**config.mk**
```make
export PLATFORM = sky130hd
export DESIGN_NAME = interval_string_parser
export DESIGN_NICKNAME = d
export VERILOG_FILES = /design/src/design/isp_pkg.sv /design/src/design/interval_string_parser.sv
export SDC_FILE = /design/constraint.sdc
export NUM_CORES = 1
export LEC_CHECK = 0
export BUFFER_PORTS_ARGS = -buffer_cell sky130_fd_sc_hd__buf_2
export CELL_PAD_IN_SITES_DETAIL_PLACEMENT = 0
export CELL_PAD_IN_SITES_GLOBAL_PLACEMENT = 1
export CORE_ASPECT_RATIO = 1.2
export CORE_MARGIN = 2
export CORE_UTILIZATION = 47
export DETAILED_ROUTE_END_ITERATION = 10
export GPL_TIMING_DRIVEN = 0
export HOLD_SLACK_MARGIN = 0.06
export MAX_ROUTING_LAYER = met4
export PLACE_DENSITY = 0.85
export REMOVE_ABC_BUFFERS = 1
export SLEW_MARGIN = 40
export SYNTH_ARGS = -nofsm -noshare
export SYNTH_HDL_FRONTEND = slang
export SYNTH_SLANG_ARGS = --single-unit
export TNS_END_PERCENT = 100
```
**constraint.sdc**
```tcl
create_clock -name i_clk -period 6.1 [get_ports i_clk]
set_input_delay 0.915 -clock i_clk [delete_from_list [all_inputs] [get_ports i_clk]]
set_output_delay 0.915 -clock i_clk [all_outputs]
set_load 0.01 [all_outputs]
```
**src/design/isp_pkg.sv**
```systemverilog
// ----------------------------------------------------------------------------
// isp_pkg
// Shared codes and keyword tables for the interval string parser.
// ----------------------------------------------------------------------------
`default_nettype none

package isp_pkg;

    localparam int NUM_KEYS = 14;
    localparam int KEY_SLOTS = 16;

    typedef logic [7:0] t_char;
    typedef logic [2:0] t_base;
    typedef logic [1:0] t_status;
    typedef logic [3:0] t_pos;

    localparam t_base BASE_MINUTE    = 3'd0;
    localparam t_base BASE_HOUR      = 3'd1;
    localparam t_base BASE_DAY       = 3'd2;
    localparam t_base BASE_WEEK      = 3'd3;
    localparam t_base BASE_MONTH     = 3'd4;
    localparam t_base BASE_YEAR      = 3'd5;
    localparam t_base BASE_IRREGULAR = 3'd6;

    localparam t_status ST_ALL_DIGITS = 2'd0;
    localparam t_status ST_KEYWORD    = 2'd1;
    localparam t_status ST_UNKNOWN    = 2'd2;

    localparam logic [3:0] KEY_NONE = 4'd0;

    localparam logic [NUM_KEYS-1:0] ALL_KEYS = '1;

    // keyword text, padded with zeros to sixteen slots
    localparam t_char KEY_TEXT [NUM_KEYS][KEY_SLOTS] = '{
        '{"m", "i", "n", "u", "t", "e", 0, 0, 0, 0, 0, 0, 0, 0, 0, 0},
        '{"m", "i", "n", 0, 0, 0, 0, 0, 0, 0, 0, 0, 0, 0, 0, 0},
        '{"h", "o", "u", "r", 0, 0, 0, 0, 0, 0, 0, 0, 0, 0, 0, 0},
        '{"h", "r", 0, 0, 0, 0, 0, 0, 0, 0, 0, 0, 0, 0, 0, 0},
        '{"d", "a", "y", 0, 0, 0, 0, 0, 0, 0, 0, 0, 0, 0, 0, 0},
        '{"w", "e", "e", "k", 0, 0, 0, 0, 0, 0, 0, 0, 0, 0, 0, 0},
        '{"w", "k", 0, 0, 0, 0, 0, 0, 0, 0, 0, 0, 0, 0, 0, 0},
        '{"m", "o", "n", "t", "h", 0, 0, 0, 0, 0, 0, 0, 0, 0, 0, 0},
        '{"m", "o", "n", 0, 0, 0, 0, 0, 0, 0, 0, 0, 0, 0, 0, 0},
        '{"y", "e", "a", "r", 0, 0, 0, 0, 0, 0, 0, 0, 0, 0, 0, 0},
        '{"y", "r", 0, 0, 0, 0, 0, 0, 0, 0, 0, 0, 0, 0, 0, 0},
        '{"i", "r", "r", "e", "g", "u", "l", "a", "r", 0, 0, 0, 0, 0, 0, 0},
        '{"i", "r", "r", "e", "g", 0, 0, 0, 0, 0, 0, 0, 0, 0, 0, 0},
        '{"i", "r", "r", 0, 0, 0, 0, 0, 0, 0, 0, 0, 0, 0, 0, 0}
    };

    localparam t_pos KEY_LEN [NUM_KEYS] = '{
        4'd6, 4'd3, 4'd4, 4'd2, 4'd3, 4'd4, 4'd2,
        4'd5, 4'd3, 4'd4, 4'd2, 4'd9, 4'd5, 4'd3
    };

    localparam t_base KEY_BASE [NUM_KEYS] = '{
        BASE_MINUTE, BASE_MINUTE, BASE_HOUR, BASE_HOUR, BASE_DAY,
        BASE_WEEK, BASE_WEEK, BASE_MONTH, BASE_MONTH, BASE_YEAR,
        BASE_YEAR, BASE_IRREGULAR, BASE_IRREGULAR, BASE_IRREGULAR
    };

endpackage

`default_nettype wire

```
**src/design/interval_string_parser.sv**
```systemverilog
// ----------------------------------------------------------------------------
// interval_string_parser
// Character-stream parser for interval strings such as "12min".
//
// Input channel: one beat per character. tdata[7:0] is the character,
// tuser marks a beat that carries a character (low for an empty end beat),
// tlast marks the final beat of the string.
// Output channel: one beat per string, issued for the tlast input beat.
// Leading decimal digits form a saturating multiplier; the rest is matched,
// case folded, against fourteen unit keywords as prefixes, first one wins.
// The accepted tlast beat is held in the input register; its result is then
// registered in the output register. Throughput: one character per cycle
// while no tlast beat waits in the input register on a stalled receiver.
// Reset clears the running state and both valid bits. When the receiver
// stalls, the result holds in the output register; characters keep flowing
// until a second tlast beat reaches the input register, which then holds.
// ----------------------------------------------------------------------------
`default_nettype none

module interval_string_parser
    import isp_pkg::*;
#(
    parameter int MULT_BITS = 16
) (
    input  wire        i_clk,
    input  wire        i_rst_n,
    input  wire        i_s_axis_tvalid,
    output logic       o_s_axis_tready,
    input  wire [7:0]  i_s_axis_tdata,   // [7:0] ch
    input  wire        i_s_axis_tuser,   // [0] has_char
    input  wire        i_s_axis_tlast,
    output logic       o_m_axis_tvalid,
    input  wire        i_m_axis_tready,
    output logic [31:0] o_m_axis_tdata   // [2:0] base_unit, [18:3] multiplier,
                                         // [22:19] keyword, [26:23] keyword_length,
                                         // [28:27] status, [29] overflow
);

    localparam int PROD_W = MULT_BITS + 4;
    localparam logic [MULT_BITS-1:0] MULT_MAX = '1;

    logic                 r_in_valid;
    t_char                r_in_ch;
    logic                 r_in_has;
    logic                 r_in_last;

    logic [MULT_BITS-1:0] r_acc, n_acc;
    logic                 r_seen, n_seen;
    logic                 r_in_let, n_in_let;
    logic [NUM_KEYS-1:0]  r_alive, n_alive;
    t_pos                 r_lpos, n_lpos;
    logic                 r_sat, n_sat;

    logic                 r_out_valid;
    t_base                r_out_base, n_out_base;
    logic [15:0]          r_out_mult, n_out_mult;
    logic [3:0]           r_out_key, n_out_key;
    t_pos                 r_out_klen, n_out_klen;
    t_status              r_out_status, n_out_status;
    logic                 r_out_ovf, n_out_ovf;

    logic                 w_proc;
    t_char                w_lc;
    logic                 w_digit;
    logic [PROD_W-1:0]    w_prod;

    assign w_proc = r_in_valid && (!r_in_last || !r_out_valid || i_m_axis_tready);
    assign o_s_axis_tready = !r_in_valid || w_proc;

    // input register
    always_ff @(posedge i_clk) begin
        if (!i_rst_n) begin
            r_in_valid <= 1'b0;
        end else if (o_s_axis_tready) begin
            r_in_valid <= i_s_axis_tvalid;
        end
        if (o_s_axis_tready) begin
            r_in_ch   <= i_s_axis_tdata;
            r_in_has  <= i_s_axis_tuser;
            r_in_last <= i_s_axis_tlast;
        end
    end

    // character update
    always_comb begin
        w_lc    = (r_in_ch inside {[8'h41:8'h5A]}) ? r_in_ch + 8'd32 : r_in_ch;
        w_digit = !r_in_let && (r_in_ch inside {[8'h30:8'h39]});
        w_prod  = (PROD_W'(r_acc) << 3) + (PROD_W'(r_acc) << 1)
                + PROD_W'(r_in_ch - 8'h30);
        n_acc    = r_acc;
        n_seen   = r_seen;
        n_in_let = r_in_let;
        n_alive  = r_alive;
        n_lpos   = r_lpos;
        n_sat    = r_sat;
        if (r_in_has) begin
            if (w_digit) begin
                n_seen = 1'b1;
                if (w_prod > PROD_W'(MULT_MAX)) begin
                    n_acc = MULT_MAX;
                    n_sat = 1'b1;
                end else begin
                    n_acc = w_prod[MULT_BITS-1:0];
                end
            end else begin
                n_in_let = 1'b1;
                for (int k = 0; k < NUM_KEYS; k++) begin
                    if (r_lpos < KEY_LEN[k] && KEY_TEXT[k][r_lpos] != w_lc) begin
                        n_alive[k] = 1'b0;
                    end
                end
                if (r_lpos != 4'd15) begin
                    n_lpos = r_lpos + 4'd1;
                end
            end
        end
    end

    // result for the string
    always_comb begin
        n_out_base   = BASE_HOUR;
        n_out_key    = KEY_NONE;
        n_out_klen   = 4'd0;
        n_out_mult   = 16'(n_acc);
        n_out_ovf    = n_sat;
        n_out_status = ST_ALL_DIGITS;
        if (!(n_seen && !n_in_let)) begin
            n_out_mult   = n_seen ? 16'(n_acc) : 16'd1;
            n_out_ovf    = n_seen && n_sat;
            n_out_status = ST_UNKNOWN;
            for (int k = NUM_KEYS - 1; k >= 0; k--) begin
                if (n_alive[k] && n_lpos >= KEY_LEN[k]) begin
                    n_out_base   = KEY_BASE[k];
                    n_out_key    = 4'(k + 1);
                    n_out_klen   = KEY_LEN[k];
                    n_out_status = ST_KEYWORD;
                end
            end
        end
    end

    // running state
    always_ff @(posedge i_clk) begin
        if (!i_rst_n) begin
            r_acc    <= '0;
            r_seen   <= 1'b0;
            r_in_let <= 1'b0;
            r_alive  <= ALL_KEYS;
            r_lpos   <= 4'd0;
            r_sat    <= 1'b0;
        end else if (w_proc) begin
            if (r_in_last) begin
                r_acc    <= '0;
                r_seen   <= 1'b0;
                r_in_let <= 1'b0;
                r_alive  <= ALL_KEYS;
                r_lpos   <= 4'd0;
                r_sat    <= 1'b0;
            end else begin
                r_acc    <= n_acc;
                r_seen   <= n_seen;
                r_in_let <= n_in_let;
                r_alive  <= n_alive;
                r_lpos   <= n_lpos;
                r_sat    <= n_sat;
            end
        end
    end

    // output register
    always_ff @(posedge i_clk) begin
        if (!i_rst_n) begin
            r_out_valid <= 1'b0;
        end else if (w_proc && r_in_last) begin
            r_out_valid <= 1'b1;
        end else if (i_m_axis_tready) begin
            r_out_valid <= 1'b0;
        end
        if (w_proc && r_in_last) begin
            r_out_base   <= n_out_base;
            r_out_mult   <= n_out_mult;
            r_out_key    <= n_out_key;
            r_out_klen   <= n_out_klen;
            r_out_status <= n_out_status;
            r_out_ovf    <= n_out_ovf;
        end
    end

    assign o_m_axis_tvalid = r_out_valid;
    assign o_m_axis_tdata  = {2'b00, r_out_ovf, r_out_status, r_out_klen,
                              r_out_key, r_out_mult, r_out_base};

    a_result_from_last: assert property (@(posedge i_clk) disable iff (!i_rst_n)
        $rose(r_out_valid) |-> $past(w_proc && r_in_last))
        else $error("result beat without a final character");

    a_clear_after_last: assert property (@(posedge i_clk) disable iff (!i_rst_n)
        (w_proc && r_in_last) |=> (r_alive == ALL_KEYS && r_lpos == 4'd0 && !r_seen))
        else $error("state not cleared after final character");

    a_status_keyword: assert property (@(posedge i_clk) disable iff (!i_rst_n)
        r_out_valid |-> ((r_out_status == ST_KEYWORD) == (r_out_key != KEY_NONE)
                         && (r_out_key == KEY_NONE) == (r_out_klen == 4'd0)))
        else $error("status and keyword disagree");

endmodule

`default_nettype wire
```
# Word-level counts from Yosys, hierarchy flattened
# Memories as Yosys holds them, arrays and structs flattened.
# Index checks and enable logic that the tools add are counted.
# word_totals
rom_bits	1792
mem_count	14
output_inout_bits	34
word_cells	253
regBits	79
# classes
bitwise	1
n_reduce_logical	50
eq_ne	15
n_addsub	5
order_cmp	18
muxes	125
# memory_table
name	depth	width	read_ports	rd_ports_with_merged_regs	write_ports	line_no	source
(no name shown)	16	8	1	0	0	interval_string_parser.sv:108	if (r_lpos < KEY_LEN[k] && KEY_TEXT[k][r_lpos] != w_lc) begin
(no name shown)	16	8	1	0	0	interval_string_parser.sv:108	
(no name shown)	16	8	1	0	0	interval_string_parser.sv:108	
(no name shown)	16	8	1	0	0	interval_string_parser.sv:108	
(no name shown)	16	8	1	0	0	interval_string_parser.sv:108	
(no name shown)	16	8	1	0	0	interval_string_parser.sv:108	
+8 memories	-	-	-	-	-	-	
# op_table
operator	n
two-way mux 8 bit	29
!= test 8 bit	14
two-way mux 16 bit	6
two-way mux 3 bit	22
two-way mux 4 bit	13
two-way mux 1 bit	45
two-way mux 14 bit	3
logical AND 1 bit	35
adder 19 x 17 -> 20 bit	1
adder 20 bit	1
greater-than comparator 20 x 16 -> 1 bit (second input constant)	1
two-way mux 2 bit	7
OR reduction 14 bit	1
>= comparator 4 x 3 -> 1 bit (second input constant)	3
less-than comparator 4 x 3 -> 1 bit (second input constant)	3
OR reduction 12 bit	1
subtractor 8 x 6 -> 9 bit (second input constant)	1
adder 8 x 6 -> 8 bit (second input constant)	1
>= comparator 4 x 2 -> 1 bit (second input constant)	2
>= comparator 8 x 6 -> 1 bit (second input constant)	1
>= comparator 8 x 7 -> 1 bit (second input constant)	1
less-or-equal comparator 8 x 6 -> 1 bit (second input constant)	1
less-or-equal comparator 8 x 7 -> 1 bit (second input constant)	1
less-than comparator 4 x 2 -> 1 bit (second input constant)	2
13 further kinds	19

# Longest topological paths before layout
# Gate-level depths: netlist of run 1.
# depth
ltp_word	24
depth_mapped	18
mapped_depth_nobuf	15

# Worst setup path after synthesis of run 1
# OpenSTA, ideal clock, no wires.
# synth_path
path_kind	reg-to-reg
from	register r_in_ch[6]
to	register r_out_mult[5] (data pin)
path_stages_with_launch	16
period_less_slack_ns	4.918
path_buffers	3
required_ns	5.835
arrival_time_ns	4.653
path_slack_ns	1.182
path_cell_list	edfxtp_1 -> clkbuf_1 -> nor3_1 -> fa_1 -> ha_1 -> a21o_1 -> a21oi_1 -> o21ai_0 -> and3_1 -> a2111oi_4 -> mux2i_1 -> or4_1 -> buf_6 -> buf_12 -> nor2_4 -> o21ai_1
# synth_via
elab_chain_cells	8
word_cells_on_any_way	18
classes_between	add/sub (2); order compare (3); mux (9); reduce/logical (4)
# synth_rtl
item	line_no	source
start, declared	interval_string_parser.sv:43	t_char r_in_ch;
start signal, assigned	interval_string_parser.sv:78	r_in_ch <= i_s_axis_tdata;
subtractor 8 x 6 -> 9 bit, or another cell as far along	interval_string_parser.sv:89	+ PROD_W'(r_in_ch - 8'h30);
adder 20 bit or logical AND 1 bit (tied branches)	interval_string_parser.sv:89, interval_string_parser.sv:87	
greater-than comparator 20 x 16 -> 1 bit or logical AND 1 bit (tied branches)	interval_string_parser.sv:99, interval_string_parser.sv:87	
two-way mux 16 bit or two-way mux 1 bit (tied branches)	interval_string_parser.sv:99, interval_string_parser.sv:97	
two-way mux 16 bit or two-way mux 1 bit (tied branches)	interval_string_parser.sv:97, interval_string_parser.sv:96	
two-way mux 16 bit or logical NOT 1 bit (tied branches)	interval_string_parser.sv:96, interval_string_parser.sv:127	
two-way mux 16 bit or logical AND 1 bit (tied branches)	interval_string_parser.sv:128, interval_string_parser.sv:127	
two-way mux 16 bit *	interval_string_parser.sv:127	if (!(n_seen && !n_in_let)) begin
named net n_out_mult[5]	interval_string_parser.sv:56	logic [15:0] r_out_mult, n_out_mult;
end signal, assigned	interval_string_parser.sv:181	r_out_mult <= n_out_mult;
end, declared	interval_string_parser.sv:56	
# Mark *: on every way through the listed nets, which the timed path passes. The rest lies on a longest branch.
# A chain may end at the register's enable or synchronous reset.

# Final worst setup path of run 1
# layout_path
from	register r_in_ch[4]
to	register r_out_mult[12] (data pin)
# The elaborated chain is that of the path after synthesis.

==> summary.txt, run 1 <==
Status
  • Status: completed

Setup path
  • Worst Path Required: 6.17 ns
  • Crit path arrival time: 5.44 ns
  • WS Path Type: reg2reg
  • CP Max Fanout: 18
  • CP endpoint kind: flip-flop
  • CP Launch Type: flip-flop

Layout
  • Ant diodes: 0
  • Register Area: 1954 um2
  • Share of layout cells above drive strength 1: 0.1623
  • Footprint of the multi-input gates: 4409 um2
  • Fin util: 0.5274
  • Fillers: 1317
  • Layout Area Growth over Synthesis: 8.959%
  • Nets: approximately 860

Clock tree
  • Clock transition at path regs: approximately 0.07 ns
  • Cts-stage hold buffer count: 0
  • Root Buffer: clkbuf_16
  • Max clock buf depth: 2
  • H-tree levels: 3
  • Clock latency on the worst-skew pair: 0.35 ns
  • CTS resizes: 0
  • Setup repair bufs after CTS: 0
  • CTS sink cnt: 78
  • TritonCTS Buffers: 9
  • CTS tree: done

Synth
  • Cells after Synth: 778
  • Yosys top cell by area: edfxtp_1
  • Synthesized cell area: 6718 um2
  • Ys Warns: 0
  • Syn avg cell area: around 8.6 um2
  • Post-synth ARST share: 0
  • Top post-synthesis cells by area: edfxtp_1 (17%), dfxtp_1 (12%), ha_1 (6.7%), fa_1 (4.5%), o21ai_0 (4.2%)
  • Commonest cells post-synth: nand2_1 (72), o21ai_0 (56), a21oi_1 (51)
  • Yosys top cell area share: 0.1743
  • Most frequent cell after synthesis: nand2_1
  • EDFF count, synth: 39
  • Seq/Total Area, Yosys: 0.2906
  • Yosys cell types: 99
  • Synthesized flop and latch total: 78
  • Main synth FF type: edfxtp_1

Floorplanning
  • I/O pin count: 48
  • Die footprint: 15270 um2
  • Die W: 113.1 um
  • Initial Utilization: 0.4840
  • Row count: 47
  • Die height: 135.0 um
  • Core Region: 13880 um2

GRT
  • Tot GR Track Use: 0.2579
  • Initial antenna violation count: 0
  • Largest net degree at the start of global routing: 34
  • GRT overflow: 0
  • Vias in the first global route: 5871
  • Global-route wire length before repair: around 30 mm

Placed design
  • Detailed Place HPWL: ~14 mm
  • Placer Congestion: 0.9287
  • Port Buffers: 45

Timing
  • Actual slew at the worst max-slew pin: 0.8229 ns
  • Final Setup Violations: 0
  • Clk_skew: approximately 0.011 ns
  • Crit path time final: 5.367 ns
  • Relative slew slack: 0.4507
  • RSZ-0062 raised after global routing: no
  • TNS Setup: 0 ns
  • Max Freq: 186.3 MHz
  • Fin. max-slew vios: 0
  • Fin. Hold Viols: 0
  • Tcrit/Tclk final: 0.8799

Routing
  • 1st-pass router iterations: 5
  • Routed length per instance: 19.28 um
  • Post-route ant nets: 0
  • DR vias: 5939
  • DR iter-0 viols: between 400 and 500
  • Via density: 6.148
  • Final WL: 18.62 mm
  • # DRC: 0

Flow run
  • Maxcap violations: 0

Power and ir drop
  • Worst IR Drop VDD: 0.1360 mV
  • P_leak: 2.935 nW
  • Pwr/cell area: 198.3 nW/um2

Hold path
  • Min-Delay Path Class: reg2reg
[routing by layer]
layer  vias to the layer above  routed length (um)  share of wire  global-route usage
met5                         -                   0              0                   -
met2                       190                9463           0.51              0.4421
li1                       2868                   -              -                   -
met1                      2840                7761           0.42              0.3131
met4                         0                 535          0.029             0.09282
met3                        41                 862          0.046             0.03142
[path summary, 6_finish.rpt]
check	start	cells after the start	end	slack, ns
hold / removal	r_alive[11]	2	r_alive[11]	0.44
setup / recovery	r_in_ch[4]	13	r_out_mult[12]	0.73
setup reg to reg	r_in_ch[4]	13	r_out_mult[12]	0.73
hold reg to reg	r_alive[11]	2	r_alive[11]	0.44
[logic make-up (layout without fill, tap and decap cells)]
group / after synthesis / after routing / synth area share
buf+inv: 84 / 100 / 0.05811
flops: 78 / 78 / 0.2906
fa+ha+maj: 52 / 52 / 0.1132
compound gates: 236 / 236 / 0.2459
xor+xnor: 35 / 35 / 0.04563
other cells: 1 / 2 / 0.0005582
mux: 13 / 13 / 0.01993
simple gates: 279 / 279 / 0.2261
[cells in the final DEF (no fill, tap or decap), drive strengths merged, types with 15 or more instances in the layout]
cell    netlist  routed
a21oi        53      53
buf          30      52
dfxtp        39      39
edfxtp       39      39
fa           15      15
ha           36      36
inv          31      32
nand2        72      72
nand3        43      43
nor2         57      57
nor3         15      15
o21ai        68      68
xnor2        27      27
[cell type report]
cell class,count,share of cell area
clock buffers,10,0.03128
inverters,32,0.01641
flip-flops and latches,78,0.2670
multi-input cells,617,0.6024
clock inverters,6,0.01299
repair buffers,52,0.04068
well taps,171,0.02923
[flip-flops by register name (all words and copies together) (netlist names), 3 cells and up]
signal	cells
r_out_mult	16
r_acc	16
r_out_base	3
r_out_klen	4
r_lpos	4
r_in_ch	8
r_out_key	3
r_alive	14
[through the flow]
| stage | cells | instance area, um2 | setup WS, ns | hold slack, ns | power [W] |
|---|---|---|---|---|---|
| 2_1_floorplan | 727 | 6451 | 0.5558 | 0.4220 | 0.0007851 |
| 3_3_place_gp | 943 | 6890 | -0.4148 | 0.4335 | 0.0008471 |
| 3_5_place_dp | 948 | 6969 | 0.4948 | 0.4382 | 0.0008572 |
| 4_1_cts | 964 | 7293 | 0.4964 | 0.4478 | 0.001454 |
| 5_1_grt | 966 | 7320 | 0.4724 | 0.4691 | 0.001504 |
| 6_report | 966 | 7320 | 0.7328 | 0.4434 | 0.001451 |
[power by group]
part           switching, W  internal (W)
registers         0.0000199      0.000568
logic              0.000161      0.000104
clock network      0.000237      0.000362
total              0.000417       0.00103
[worst max-delay path, cell delays in order (launching register included)]
cell       delay (ns)
edfxtp_1         0.63
ha_1             0.38
nor3_2           0.47
buf_2            0.31
fa_1             0.44
ha_1             0.36
a21oi_1          0.14
o21ai_0          0.18
and3_1           0.26
a2111oi_4        0.33
mux2i_1          0.10
or4_2            1.04
nor3_2           0.33
o21ai_0          0.10
No activity file was read; power rests on OpenSTA's default activity.
==> run 2, diff against run 1 <==
--- a/config.mk
+++ b/config.mk
@@ -10,12 +10,12 @@
 export CELL_PAD_IN_SITES_GLOBAL_PLACEMENT = 1
 export CORE_ASPECT_RATIO = 1.2
 export CORE_MARGIN = 2
-export CORE_UTILIZATION = 47
+export CORE_UTILIZATION = 51
 export DETAILED_ROUTE_END_ITERATION = 10
 export GPL_TIMING_DRIVEN = 0
 export HOLD_SLACK_MARGIN = 0.06
 export MAX_ROUTING_LAYER = met4
-export PLACE_DENSITY = 0.85
+export PLACE_DENSITY = 0.91
 export REMOVE_ABC_BUFFERS = 1
 export SLEW_MARGIN = 40
 export SYNTH_ARGS = -nofsm -noshare
==> constraint.sdc (replaced) <==
create_clock -name i_clk -period 6.8 [get_ports i_clk]
set_input_delay 1.02 -clock i_clk [delete_from_list [all_inputs] [get_ports i_clk]]
set_output_delay 1.02 -clock i_clk [all_outputs]
set_load 0.01 [all_outputs]
==> run 2 against run 1 <==
Total power is 10% lower. Setup slack better by 0.43 ns. Maximum frequency is 4.8% lower. Worst hold slack better by 0.00085 ns. Register-to-register slack better by 0.43 ns. Sequential power is 10% lower. Wire length is 2.0% lower. Critical path type unchanged. Critical endpoint unchanged. Largest power group unchanged.
==> summary.txt, run 2 (synthesis gave the netlist of run 1 again) <==
Floorplanning
  • Row count: 45
  • Die footprint: about 14000 um2
  • Initial Utilization: 0.5256
  • Die height: 129.7 um
  • I/O pin count: 48
  • Core Region: 12780 um2
  • Die W: 108.8 um

Timing
  • Crit path time final: 5.641 ns
  • Clk_skew: roughly 0.0069 ns
  • Final Setup Violations: 0
  • Relative slew slack: 0.4361
  • Max Freq: 177.3 MHz
  • Actual slew at the worst max-slew pin: between 0.8 and 0.9 ns
  • Tcrit/Tclk final: 0.8295
  • Fin. max-slew vios: 0
  • Fin. Hold Viols: 0
  • RSZ-0062 raised after global routing: no
  • TNS Setup: 0 ns

Power and ir drop
  • Pwr/cell area: 178.0 nW/um2
  • Total power: 0.001301 W
  • P_leak: 2.942 nW
  • Worst IR Drop VDD: 0.1275 mV

Clock tree
  • Root Buffer: clkbuf_16
  • Clock latency on the worst-skew pair: 0.34 ns
  • TritonCTS Buffers: 9
  • CTS sink cnt: 78
  • Cts-stage hold buffer count: 0
  • CTS tree: done
  • CTS resizes: 0
  • Setup repair bufs after CTS: 0
  • Max clock buf depth: 2
  • H-tree levels: 3
  • Clock transition at path regs: 0.07 ns

Setup path
  • Worst Path Required: ~6.9 ns
  • Reg-to-Reg Start: r_in_ch[4]
  • WS Path Type: reg2reg
  • Worst reg2reg setup slack: between 1 and 1.5 ns
  • CP Max Fanout: 18
  • Critical path startpoint: r_in_ch[4]
  • Crit path arrival time: 5.70 ns
  • Cells on worst reg2reg path: 15
  • FF-to-FF End: r_out_mult[12]
  • CP Launch Type: flip-flop
  • CP endpoint kind: flip-flop

Routing
  • 1st-pass router iterations: 7
  • # DRC: 0
  • DR vias: 6005
  • DR iter-0 viols: 496
  • Via density: 6.268
  • Post-route ant nets: 0
  • Routed length per instance: 19.05 um
  • Final WL: 18.25 mm

Layout
  • Nets: 854
  • Commonest non-fill, non-tap cells in the layout: nand2_1 (71), o21ai_0 (56), a21oi_1 (51)
  • Fillers: approximately 1100
  • Most common cell after layout, fill and taps aside: nand2_1
  • Ant diodes: 0
  • Largest regs: r_acc (16), r_out_mult (16), r_alive (14)
  • Layout Area Growth over Synthesis: 8.791%
  • Share of layout cells above drive strength 1: 0.1612

GRT
  • Tot GR Track Use: 0.2740
  • Largest net degree at the start of global routing: 34
  • Vias in the first global route: 5807
  • GRT overflow: 0
  • Global-route wire length before repair: 29.39 mm
  • Initial antenna violation count: 0

Placed design
  • Port Buffers: 45
  • Detailed Place HPWL: 13.24 mm
  • Placer Congestion: 0.9439

Flow run
  • Maxcap violations: 0

Hold path
  • Hold path start: r_alive[11]
  • Hold path depth: 2
  • Min-Delay Path Class: reg2reg
  • Worst Hold End: r_alive[11]

Status
  • Status: completed
-- run 2: critical path, stage by stage, from the launching register on --
cell	delay (ns)
edfxtp_1	0.61
buf_6	0.26
ha_1	0.26
nor3_2	0.40
buf_4	0.27
fa_1	0.44
ha_1	0.38
a21o_1	0.19
a21oi_1	0.15
o21ai_0	0.19
and3_1	0.27
a2111oi_4	0.34
mux2i_1	0.11
or4_2	1.04
nor3_2	0.33
o21ai_0	0.12
-- run 2: layout make-up --
type / count / area, um2 / share of cell area
clock buffer: 9 / 225.2 / 0.03082
inverter: 32 / 120.1 / 0.01644
multi-input combinational: 617 / 4408 / 0.6032
clock inverter: 7 / 102.6 / 0.01404
tap: 164 / 205.2 / 0.02808
sequential: 78 / 1954 / 0.2674
timing repair buffer: 51 / 292.8 / 0.04006
-- run 2: worst max path at each step --
stage                                end  slack (ns)  depth (start not counted)
after floorplan           r_out_mult[12]        1.26                         13
after global placement    r_out_mult[12]        0.34                         13
after detailed placement  r_out_mult[12]        1.14                         14
after CTS                 r_out_mult[12]        1.15                         14
after global routing      r_out_mult[12]         1.0                         15
final                     r_out_mult[12]        1.16                         15
-- run 2: metal layers --
| layer | vias to the layer above | share of wire | global-route usage | routed length (um) |
|---|---|---|---|---|
| li1 | 2868 | - | - | - |
| met1 | 2857 | 0.41 | 0.3355 | 7485 |
| met2 | 218 | 0.49 | 0.4518 | 9002 |
| met3 | 62 | 0.057 | 0.03447 | 1038 |
| met4 | 0 | 0.040 | 0.1237 | 723 |
| met5 | - | 0 | - | 0 |
-- run 2: power breakdown --
group	internal, W	switching (W)	total [W]
combinational	0.0000929	0.000142	0.000235
sequential	0.000509	0.0000187	0.000528
clock	0.000327	0.000210	0.000538
total	0.000930	0.000371	0.00130
-- run 2: metrics by stage --
stage	setup slack [ns]	hold slack [ns]	util	area [um2]	cells
6_report	1.159	0.4443	0.5718	7308	958
5_1_grt	0.9957	0.4744	0.5718	7308	958
4_1_cts	1.145	0.4492	0.5696	7279	956
3_5_place_dp	1.142	0.4389	0.5439	6952	940
3_3_place_gp	0.3365	0.4331	0.5384	6882	936
2_1_floorplan	1.256	0.4220	-	6451	727
==> run 3, diff against run 2 <==
--- a/config.mk
+++ b/config.mk
@@ -10,12 +10,12 @@
 export CELL_PAD_IN_SITES_GLOBAL_PLACEMENT = 1
 export CORE_ASPECT_RATIO = 1.2
 export CORE_MARGIN = 2
-export CORE_UTILIZATION = 51
+export CORE_UTILIZATION = 43
 export DETAILED_ROUTE_END_ITERATION = 10
 export GPL_TIMING_DRIVEN = 0
 export HOLD_SLACK_MARGIN = 0.06
 export MAX_ROUTING_LAYER = met4
-export PLACE_DENSITY = 0.91
+export PLACE_DENSITY = 0.82
 export REMOVE_ABC_BUFFERS = 1
 export SLEW_MARGIN = 40
 export SYNTH_ARGS = -nofsm -noshare
==> constraint.sdc (replaced) <==
create_clock -name i_clk -period 4.98 [get_ports i_clk]
set_input_delay 0.747 -clock i_clk [delete_from_list [all_inputs] [get_ports i_clk]]
set_output_delay 0.747 -clock i_clk [all_outputs]
set_load 0.01 [all_outputs]
==> run 3 against run 2 <==
Total power increased by 33%. Non-clock buffer count increased by 14. Maximum frequency increased by 18%. Clock power increased by 25%. First-iteration DRC count decreased by 14%. Sequential cell count unchanged. Cell count increased by 6.1%. Wire length increased by 2.7%.
==> summary.txt, run 3 (synthesis gave the netlist of run 1 again) <==
Floorplanning
  • Initial Utilization: 0.4347
  • Die footprint: 16640 um2
  • Die height: 140.9 um
  • Core Region: between 15000 and 20000 um2
  • I/O pin count: 48
  • Row count: 50
  • Die W: 118.1 um

Routing
  • # DRC: 0
  • Via density: 5.962
  • DR vias: 6057
  • Final WL: 18.74 mm
  • DR iter-0 viols: 426
  • 1st-pass router iterations: 5
  • Post-route ant nets: 0
  • Routed length per instance: 18.44 um

GRT
  • Vias in the first global route: 5968
  • Global-route wire length before repair: 30.00 mm
  • Tot GR Track Use: 0.2318
  • Initial antenna violation count: 0
  • GRT overflow: 0
  • Largest net degree at the start of global routing: 34

Clock tree
  • CTS tree: done
  • Clock transition at path regs: 0.06 ns
  • Cts-stage hold buffer count: 0
  • TritonCTS Buffers: 9
  • Root Buffer: clkbuf_16
  • CTS sink cnt: 78
  • Clock latency on the worst-skew pair: 0.35 ns
  • H-tree levels: 3
  • Max clock buf depth: 2

Layout
  • Ant diodes: 0
  • Nets: 868
  • Footprint of the multi-input gates: ~4400 um2
  • Fillers: 1521
  • Register Area: slightly below 2000 um2
  • Fin util: 0.4829
  • Largest regs: r_acc (16), r_out_mult (16), r_alive (14)
  • Commonest non-fill, non-tap cells in the layout: nand2_1 (71), o21ai_0 (56), a21oi_1 (51)
  • Share of layout cells above drive strength 1: 0.1782
  • Layout Area Growth over Synthesis: 11.08%
  • Most common cell after layout, fill and taps aside: nand2_1

Setup path
  • CP Max Fanout: 18
  • WS Path Type: reg2reg
  • Crit path arrival time: 4.86 ns
  • Worst reg2reg setup slack: 0.20 ns
  • Cells on worst reg2reg path: 15
  • CP endpoint kind: flip-flop
  • Reg-to-Reg Start: r_in_ch[5]
  • FF-to-FF End: r_out_mult[12]
  • Critical path startpoint: r_in_ch[5]
  • Worst Path Required: 5.05 ns
  • Setup crit end: r_out_mult[12]
  • CP Launch Type: flip-flop

Timing
  • Max Freq: 209.1 MHz
  • Tcrit/Tclk final: 0.9605
  • Fin. max-slew vios: 0
  • RSZ-0062 raised after global routing: no
  • Final hold slack: 0.4482 ns
  • Relative slew slack: 0.4595
  • Crit path time final: 4.783 ns
  • Actual slew at the worst max-slew pin: approximately 0.80 ns
  • Clk_skew: 0.007037 ns
  • Final Setup Violations: 0
  • Fin. Hold Viols: 0

Status
  • Status: completed

Power and ir drop
  • Worst IR Drop VDD: roughly 0.14 mV
  • Clk pwr share: 0.390
  • P_leak: about 3.0 nW
  • Sequential share of power: 0.414
  • Total power: 0.001731 W
  • Net Switching: 0.0005067 W
  • Sw Ratio: 0.2927
  • Int Pwr: 0.001225 W
  • Pwr/cell area: approximately 230 nW/um2
  • Gate power share: 0.196

Placed design
  • Placer Congestion: 0.9331
  • Port Buffers: 45
  • Detailed Place HPWL: 13.88 mm

Flow run
  • Maxcap violations: 0

Hold path
  • Min-Delay Path Class: reg2reg
run 3: cell count changes in the layout (fill, tap and decap cells not counted), sizes merged:
cell      delta
clkinv       -1
inv          +1
bufinv       -1
clkinvlp     +1
buf         +14
run 3: through the flow:
stage               area (um2)  cells  setup TNS [ns]  setup slack [ns]
global placement          6937    980          -46.09            -1.564
detailed placement        7030    986          -5.852           -0.3449
floorplan                 6451    727          -13.86           -0.5642
global route              7462   1016               0          0.009698
CTS                       7341   1002               0           0.09248
finish                    7462   1016               0            0.1965
run 3: worst min-delay path by stage:
stage,start,to,slack [ns],depth (start not counted)
global placement,r_alive[1],r_alive[1],0.43,2
finish,r_alive[13],r_alive[13],0.45,2
floorplan,r_alive[11],r_alive[11],0.42,2
CTS,r_alive[13],r_alive[13],0.45,2
global route,r_alive[11],r_alive[11],0.46,2
detailed placement,r_alive[13],r_alive[13],0.44,2
run 3: repair_timing:
item | CTS | global route
cloned | 0 | 0
gates resized for setup | 2 | 1
buffers inserted | 0 | 12
endpoints found under the setup margin | 34 | 16
run 3: layout make-up:
cell class,count,share of cell area
Inverter,32,0.01610
Multi-Input combinational cell,617,0.5926
Timing Repair Buffer,65,0.05399
Sequential cell,78,0.2621
Clock buffer,9,0.03018
Tap cell,208,0.03488
Clock inverter,7,0.01023
run 3: layer usage:
layer	vias up	wire, um	GRT usage
li1	2900	-	-
met1	2899	7403	0.2584
met2	203	9455	0.3982
met3	55	970	0.03519
met4	0	906	0.1268
met5	-	0	-
run 3: critical path, stage by stage, from the launching register on:
cell	delay (ns)
edfxtp_1	0.54
buf_4	0.21
ha_1	0.22
a21oi_1	0.19
xor2_1	0.21
fa_1	0.46
ha_1	0.38
o21a_1	0.13
o21ai_0	0.30
nand2_1	0.13
a31o_2	0.27
a21o_1	0.22
o21a_1	0.18
or4_4	0.69
nor3_2	0.28
o21ai_0	0.11
run 3: power by group through the flow:
stage               Combinational (W)  Sequential (W)  Clock, W
finish                       0.000339        0.000717  0.000675
global route                 0.000369        0.000719  0.000717
CTS                          0.000320        0.000722  0.000690
detailed placement           0.000317        0.000735         0
global placement             0.000296        0.000743         0
floorplan                    0.000226        0.000736         0
